## src/rtl/core/tksp_pkg.sv

```systemverilog
`timescale 1ns / 1ps
// ----------------------------------------------------------------------------
// tksp_pkg
// Shared types and constants of the terminal key sequence parser.
// ----------------------------------------------------------------------------
package tksp_pkg;

	localparam int unsigned BUFFER_BYTES = 4096;
	localparam int unsigned POS_W        = 13;
	localparam int unsigned OFS_W        = 12;

	// Byte codes
	localparam logic [7:0] CH_ESC   = 8'h1b;
	localparam logic [7:0] CH_DEL   = 8'h7f;
	localparam logic [7:0] CH_TILDE = 8'h7e;
	localparam logic [7:0] CH_LBRK  = 8'h5b;
	localparam logic [7:0] CH_ZERO  = 8'h30;
	localparam logic [7:0] CH_QUEST = 8'h3f;
	localparam logic [7:0] CTRL_OR  = 8'h40;
	localparam logic [7:0] CTRL_TOP = 8'h20;

	// Modifier bits
	localparam logic [2:0] MOD_NONE = 3'd0;
	localparam logic [2:0] MOD_CTRL = 3'd1;
	localparam logic [2:0] MOD_META = 3'd2;
	localparam logic [2:0] MOD_SPEC = 3'd4;

	localparam logic [POS_W-1:0] LEFT_MAX = POS_W'(BUFFER_BYTES);

	typedef struct packed {
		logic             first;
		logic [POS_W-1:0] bytes_left;
		logic [7:0]       next_byte;
		logic [7:0]       data_byte;
	} item_t;

	typedef struct packed {
		logic [OFS_W-1:0] key_index;
		logic [POS_W-1:0] key_end;
		logic [OFS_W-1:0] key_start;
		logic [7:0]       key_code;
		logic [2:0]       key_mod;
	} key_t;

	typedef struct packed {
		logic [POS_W-1:0] pos;
		logic [POS_W-1:0] keys;
		logic [2:0]       pmod;
		logic [7:0]       pcode;
		logic [OFS_W-1:0] pstart;
	} state_t;

	function automatic logic is_alnum(input logic [7:0] c);
		return (c >= 8'h30 && c <= 8'h39) || (c >= 8'h41 && c <= 8'h5a) ||
			(c >= 8'h61 && c <= 8'h7a);
	endfunction

	function automatic logic [2:0] lead_len(input logic [7:0] b);
		logic [2:0] len;
		if ((b & 8'he0) == 8'hc0) len = 3'd2;
		else if ((b & 8'hf0) == 8'he0) len = 3'd3;
		else if ((b & 8'hf8) == 8'hf0) len = 3'd4;
		else len = 3'd1;
		return len;
	endfunction

endpackage

```

## src/rtl/core/terminal_key_sequence_parser.sv

```systemverilog
`timescale 1ns / 1ps
// ----------------------------------------------------------------------------
// terminal_key_sequence_parser
// Turns raw terminal bytes into key events (ctrl, meta, special sequences,
// UTF-8 keys and plain ASCII).
//
//   channel  | dir | payload
//   ---------+-----+--------------------------------------------------
//   s_axis   | in  | one terminal byte with lookahead, count, first flag
//   m_axis   | out | one key event
//
// One byte per cycle while m_axis does not stall. A byte is held in the input
// register, is decoded against the pending key and lands in the result
// register. A stall on m_axis holds the input register, and the input
// register refills while a result waits. Reset clears the counters, the
// pending key and both valid flags.
// ----------------------------------------------------------------------------
module terminal_key_sequence_parser (
	input  logic        clk,
	input  logic        arst_n,
	input  logic        s_axis_tvalid,
	output logic        s_axis_tready,
	input  logic [31:0] s_axis_tdata,  // data_byte, next_byte, bytes_left, pad
	input  logic [0:0]  s_axis_tuser,  // first
	output logic        m_axis_tvalid,
	input  logic        m_axis_tready,
	output logic [47:0] m_axis_tdata   // key_mod, key_code, key_start,
	                                   // key_end, key_index
);
	import tksp_pkg::*;

	logic   valid_s1;
	item_t  item_s1;
	state_t state_q;
	logic   valid_s2;
	key_t   key_s2;
	logic   adv;
	logic   emit;
	key_t   key;
	state_t nxt;

	assign adv           = valid_s1 && (!valid_s2 || m_axis_tready);
	assign s_axis_tready = !valid_s1 || adv;

	tksp_decode u_decode (
		.item (item_s1),
		.cur  (state_q),
		.emit (emit),
		.key  (key),
		.nxt  (nxt)
	);

	// Input register
	always_ff @(posedge clk or negedge arst_n) begin
		if (!arst_n) begin
			valid_s1 <= 1'b0;
		end else if (s_axis_tready) begin
			valid_s1 <= s_axis_tvalid;
		end
	end

	always_ff @(posedge clk) begin
		if (s_axis_tready && s_axis_tvalid) begin
			item_s1.data_byte  <= s_axis_tdata[7:0];
			item_s1.next_byte  <= s_axis_tdata[15:8];
			item_s1.bytes_left <= s_axis_tdata[28:16];
			item_s1.first      <= s_axis_tuser[0];
		end
	end

	// Parser state: advance once per decoded byte
	always_ff @(posedge clk or negedge arst_n) begin
		if (!arst_n) begin
			state_q <= '0;
		end else if (adv) begin
			state_q <= nxt;
		end
	end

	// Result register
	always_ff @(posedge clk or negedge arst_n) begin
		if (!arst_n) begin
			valid_s2 <= 1'b0;
		end else if (adv) begin
			valid_s2 <= emit;
		end else if (m_axis_tready) begin
			valid_s2 <= 1'b0;
		end
	end

	always_ff @(posedge clk) begin
		if (adv && emit) begin
			key_s2 <= key;
		end
	end

	assign m_axis_tvalid = valid_s2;
	assign m_axis_tdata  = {key_s2.key_index, key_s2.key_end, key_s2.key_start,
		key_s2.key_code, key_s2.key_mod};

endmodule

```

## src/rtl/core/tksp_decode.sv

```systemverilog
`timescale 1ns / 1ps
// ----------------------------------------------------------------------------
// tksp_decode
// Classifies one byte against the pending key and gives the key event, if
// any, together with the parser state after the byte.
// ----------------------------------------------------------------------------
module tksp_decode (
	input  tksp_pkg::item_t  item,
	input  tksp_pkg::state_t cur,
	output logic             emit,
	output tksp_pkg::key_t   key,
	output tksp_pkg::state_t nxt
);
	import tksp_pkg::*;

	state_t           st;
	logic [POS_W-1:0] left;
	logic             more;
	logic [2:0]       len;
	logic [POS_W-1:0] len_w;
	logic [POS_W-1:0] pos_inc;
	logic [7:0]       b;
	logic [7:0]       nx;

	// Clamp the buffer count and start fresh on a new buffer
	always_comb begin
		st = item.first ? '0 : cur;
		b  = item.data_byte;
		nx = item.next_byte;
		if (item.bytes_left == '0) begin
			left = POS_W'(1);
		end else if (item.bytes_left > LEFT_MAX) begin
			left = LEFT_MAX;
		end else begin
			left = item.bytes_left;
		end
		more    = left > POS_W'(1);
		len     = lead_len(b);
		len_w   = (POS_W'(len) > left) ? left : POS_W'(len);
		pos_inc = st.pos + POS_W'(1);
	end

	// Classify the byte
	always_comb begin
		emit          = 1'b0;
		key.key_mod   = MOD_NONE;
		key.key_code  = b;
		key.key_start = st.pos[OFS_W-1:0];
		key.key_end   = pos_inc;
		key.key_index = st.keys[OFS_W-1:0];
		nxt           = st;
		priority if (b == CH_ESC) begin
			nxt.pstart = st.pos[OFS_W-1:0];
			nxt.pmod   = MOD_META;
		end else if (more && is_alnum(nx) && st.pmod[1] &&
			(b == CH_LBRK || b == CH_ZERO)) begin
			nxt.pmod = MOD_SPEC;
		end else if (b == CH_DEL) begin
			emit         = 1'b1;
			key.key_mod  = st.pmod | MOD_CTRL;
			key.key_code = CH_QUEST;
		end else if (b < CTRL_TOP) begin
			emit         = 1'b1;
			key.key_mod  = st.pmod | MOD_CTRL;
			key.key_code = b | CTRL_OR;
		end else if (st.pmod[2] && b == CH_TILDE) begin
			emit          = 1'b1;
			key.key_mod   = st.pmod;
			key.key_code  = st.pcode;
			key.key_start = st.pstart;
		end else if (st.pmod[1] || st.pmod[2]) begin
			nxt.pcode     = b;
			emit          = st.pmod[1] || (nx != CH_TILDE);
			key.key_mod   = st.pmod;
			key.key_start = st.pstart;
		end else if (b[7:6] == 2'b10) begin
			// continuation byte: drop
			emit = 1'b0;
		end else if (b[7:6] == 2'b11) begin
			emit         = 1'b1;
			key.key_code = 8'd0;
			key.key_end  = st.pos + len_w;
		end else begin
			emit = 1'b1;
		end

		// Advance counters and clear the pending key after an event
		nxt.pos = pos_inc;
		if (emit) begin
			nxt.keys   = st.keys + POS_W'(1);
			nxt.pmod   = MOD_NONE;
			nxt.pcode  = 8'd0;
			nxt.pstart = '0;
		end
	end

endmodule
```

## config.mk

```make
export PLATFORM = sky130hd
export DESIGN_NAME = terminal_key_sequence_parser
export DESIGN_NICKNAME = d
export VERILOG_FILES = /design/src/rtl/core/tksp_pkg.sv /design/src/rtl/core/terminal_key_sequence_parser.sv /design/src/rtl/core/tksp_decode.sv
export SDC_FILE = /design/constraint.sdc
export NUM_CORES = 1
export LEC_CHECK = 0
export BUFFER_PORTS_ARGS = -buffer_cell sky130_fd_sc_hd__buf_2
export CAP_MARGIN = 10
export CORE_AREA = 5 5 131 133
export CTS_CLUSTER_DIAMETER = 50
export DETAILED_ROUTE_END_ITERATION = 10
export DIE_AREA = 0 0 136 138
export PLACE_DENSITY_LB_ADDON = 0.05
export SYNTH_ARGS = -nofsm -noshare
export SYNTH_HDL_FRONTEND = slang
export SYNTH_SLANG_ARGS = --single-unit
```

## constraint.sdc

```tcl
create_clock -name clk -period 4.6 [get_ports clk]
set_input_delay 0.46 -clock clk [delete_from_list [all_inputs] [get_ports clk]]
set_output_delay 0.46 -clock clk [all_outputs]
set_load 0.01 [all_outputs]
```

==> flow_summary.yaml <==
status:
  status: "complete, no violations"
layout:
  mostFrequentLayoutCell: "buf_2"
  area_delta_synth_final_pct: 20.4
  layout.nets: 725
  fin_area_um2: 7700
  drive_above_1_share_pct: 21.5
  layout_common_cells: "buf_2 (83), edfxtp_1 (78), nand2_1 (61), dfrtp_1 (50), nor2_1 (40)"
  n_antenna_cell: 0
routing:
  antenna_left: 0
  vias_per_cell: 5.30
  vias: 4762
  postRouteWirelength_um: 15000
  first_pass_iters: 4
  drc: 0
  wl_per_cell_um: 16.7
  drt_iter0_markers: 333
synth:
  synthTopCellsByArea: "edfxtp_1 (37%), dfrtp_1 (20%), nand2_1 (3.6%), ha_1 (3.3%), mux2i_1 (3.1%)"
  yosysTopAreaCell: "edfxtp_1"
  ys_seq_area_share_pct: 56.1
  synthArstFlopShare_pct: 39.1
  synth_top_area_share_pct: 36.6
  synth-edff-count: 78
  synth_compound_area_share_pct: 13.8
  syn_area_um2: 6400
  synth_xor_xnor_area_share_pct: 2.19
  yosys_warnings: 0
  synth_mux_area_share_pct: 3.66
  synth_top_family_by_area: "simple AND/OR/NAND/NOR gates"
  ys.flop_type: "edfxtp_1"
  yosys.area_share.simple_pct: 17.8
  avgSynthCellArea_um2: 11.2
  yosys.area_share.adder_pct: 3.64
  ys_ff_latch: 128
  yosys.cell_types.count: 71
  synthCells: 573
sta:
  period_minus_slack_ns: 4.20
  fin_tns_setup_ns: 0
  slew-limit-headroom_pct: 20.1
  setup_viol: 0
  grt_setup_unrepaired: "false"
  fin_skew_ns: 0.00552
  max_freq_mhz: 238
  final_hold_viol_count: 0
  finalCritPeriodShare_pct: 91.3
  tightestPinTransition_ns: 1.19
  slew_violations: 0
  timing.final.ws_setup_ns: 0.401
floorplanning:
  die_w_um: 136
  core_area_um2: 15700
  io_pins: 87
  start_util_pct: 40.7
  die_y_um: 138
  fp.dieArea_um2: 18800
  rows: 46
critical_path:
  r2r_start: "item_s1[23]"
  endpoint_kind: "flop"
  startpoint: "item_s1[23]"
  cp.arrival_ns: 4.36
  critPathKind: "reg -> reg"
  crit_path_max_fanout: 5
  cp_slowest_cell: "fa_1"
  startpoint_type: "flop"
  cpPeakStageDelay_ns: 0.40
  cp.required_ns: 4.76
  cp_cell_sequence: "nor4_2 -> nand3_1 -> nor3_1 -> o21ai_0 -> inv_1 -> ha_1 -> and3_1 -> nor4_2 -> buf_4 -> mux2i_1 -> ha_1 -> inv_1 -> fa_1 -> nor2b_1 -> o21a_1 -> o311ai_2 -> buf_4 -> a211oi_2 -> o31ai_1 -> a22oi_1 -> xnor2_1"
clock_tree:
  cts_sinks: 128
  cts_resized: 0
  ctsHtreeMaxLevel: 4
  cts_setup_buffers: 0
  path_clk_slew_ns: 0.05
  root_buffer: "clkbuf_16"
  clockBufferDepth: 2
  worst_skew_pair.late_latency_ns: 0.41
  hold_buffers: 0
  cts_tree: "built"
  cts_buffers: 17
power:
  power_w: 0.00306
  peakVddDrop_mv: 0.259
  power.leakage_nw: 3.31
  p_per_area_nw_per_um2: 397
grt:
  grt_overflow: 0
  grt_pass1_vias: 4647
  grt_antenna_before_repair: 0
  grt_pass1_wl_um: 24200
  grt_max_degree: 51
  gr-usage-all-layers_pct: 16.3
placement:
  place_ws_ns: 0.213
  portBuffers: 83
  dp_hpwl_um: 10200
  gp_congestion: 0.862
  postPlaceCellArea_um2: 7120
flow_run:
  drv_cap: 0
min_path:
  holdCritPathClass: "in -> async"
## Yosys cell counts (all sizes together) (5+ instances only)
| cell type | number |
|---|---|
| a31oi | 6 |
| edfxtp | 78 |
| mux2i | 20 |
| nand4 | 5 |
| or2 | 5 |
| o21ai | 31 |
| and2 | 6 |
| dfrtp | 50 |
| nand3 | 25 |
| nand2 | 61 |
| clkbuf | 17 |
| inv | 16 |
| nand2b | 8 |
| buf | 9 |
| nor2 | 41 |
| and3 | 11 |
| ha | 17 |
| xnor2 | 12 |
| nor3 | 14 |
| a22o | 20 |
| a21o | 5 |
| a21oi | 25 |
| nor2b | 26 |
## per-stage QoR
step	std cells	hold slack, ns	utilization [%]
final	899	0.176	49.0
after global routing	899	0.196	49.0
after CTS	899	0.189	48.9
after detailed placement	867	0.473	45.3
after global placement	867	0.470	45.3
after floorplan	581	0.164	-
## where the power goes
part / internal, W / leakage [nW] / switching (W)
logic: 0.000139 / 1.60 / 0.000234
registers: 0.00134 / 1.44 / 0.0000622
clock network: 0.000815 / 0.275 / 0.000470
total: 0.00229 / 3.31 / 0.000766
## final timing paths
check	cells after the start	slack, ns	endpoint
worst max-delay path	21	0.40	m_axis_tdata[35]
max in group asynchronous	2	3.96	state_q[40]
min in group clk	1	0.22	item_s1[20]
worst max register to register	21	0.40	m_axis_tdata[35]
worst min register to register	1	0.49	state_q[20]
worst min-delay path	2	0.18	valid_s1
## metal layers
metal | track usage [%] | vias up | wire [um]
li1 | - | 2305 | -
met4 | 7.32 | 0 | 354
met5 | 0 | - | 0
met1 | 22.3 | 2302 | 7070
met3 | 3.41 | 25 | 651
met2 | 24.9 | 130 | 6940
## cell type report
cell class	instances	area (um^2)
fillers	1448	8010
clock inverters	9	90.1
well taps	216	270
repair buffers	96	526
inverters	16	60.1
clock buffers	23	468
flip-flops and latches	128	3590
multi-input cells	411	2700
## worst max-delay path, delay by kind of cell, from the launching register on
kind	cells	cell delay, ns
xor gates and xnor gates	1	0.09
and+or+nand+nor	6	1.03
adders and majority gates	3	0.83
DFF	1	0.38
buffers and inverters	4	0.47
AOI/OAI and AO/OA	6	0.92
muxes	1	0.21
## cells by family (layout without fill, tap and decap cells)
kind of cell	count (synthesis)	count (layout)
mux	23	23
flops	128	128
fa+ha+maj	18	18
buf+inv	42	144
xor+xnor	16	16
compound gates	125	125
other cells	1	9
simple gates	220	220
## flip-flops by register name (all words and copies together), names as in the netlist
name,cells
m_axis_tdata,48
item_s1,30
state_q,48
valid_s1,1
m_axis_tvalid,1
(Power assumes the default switching activity.)
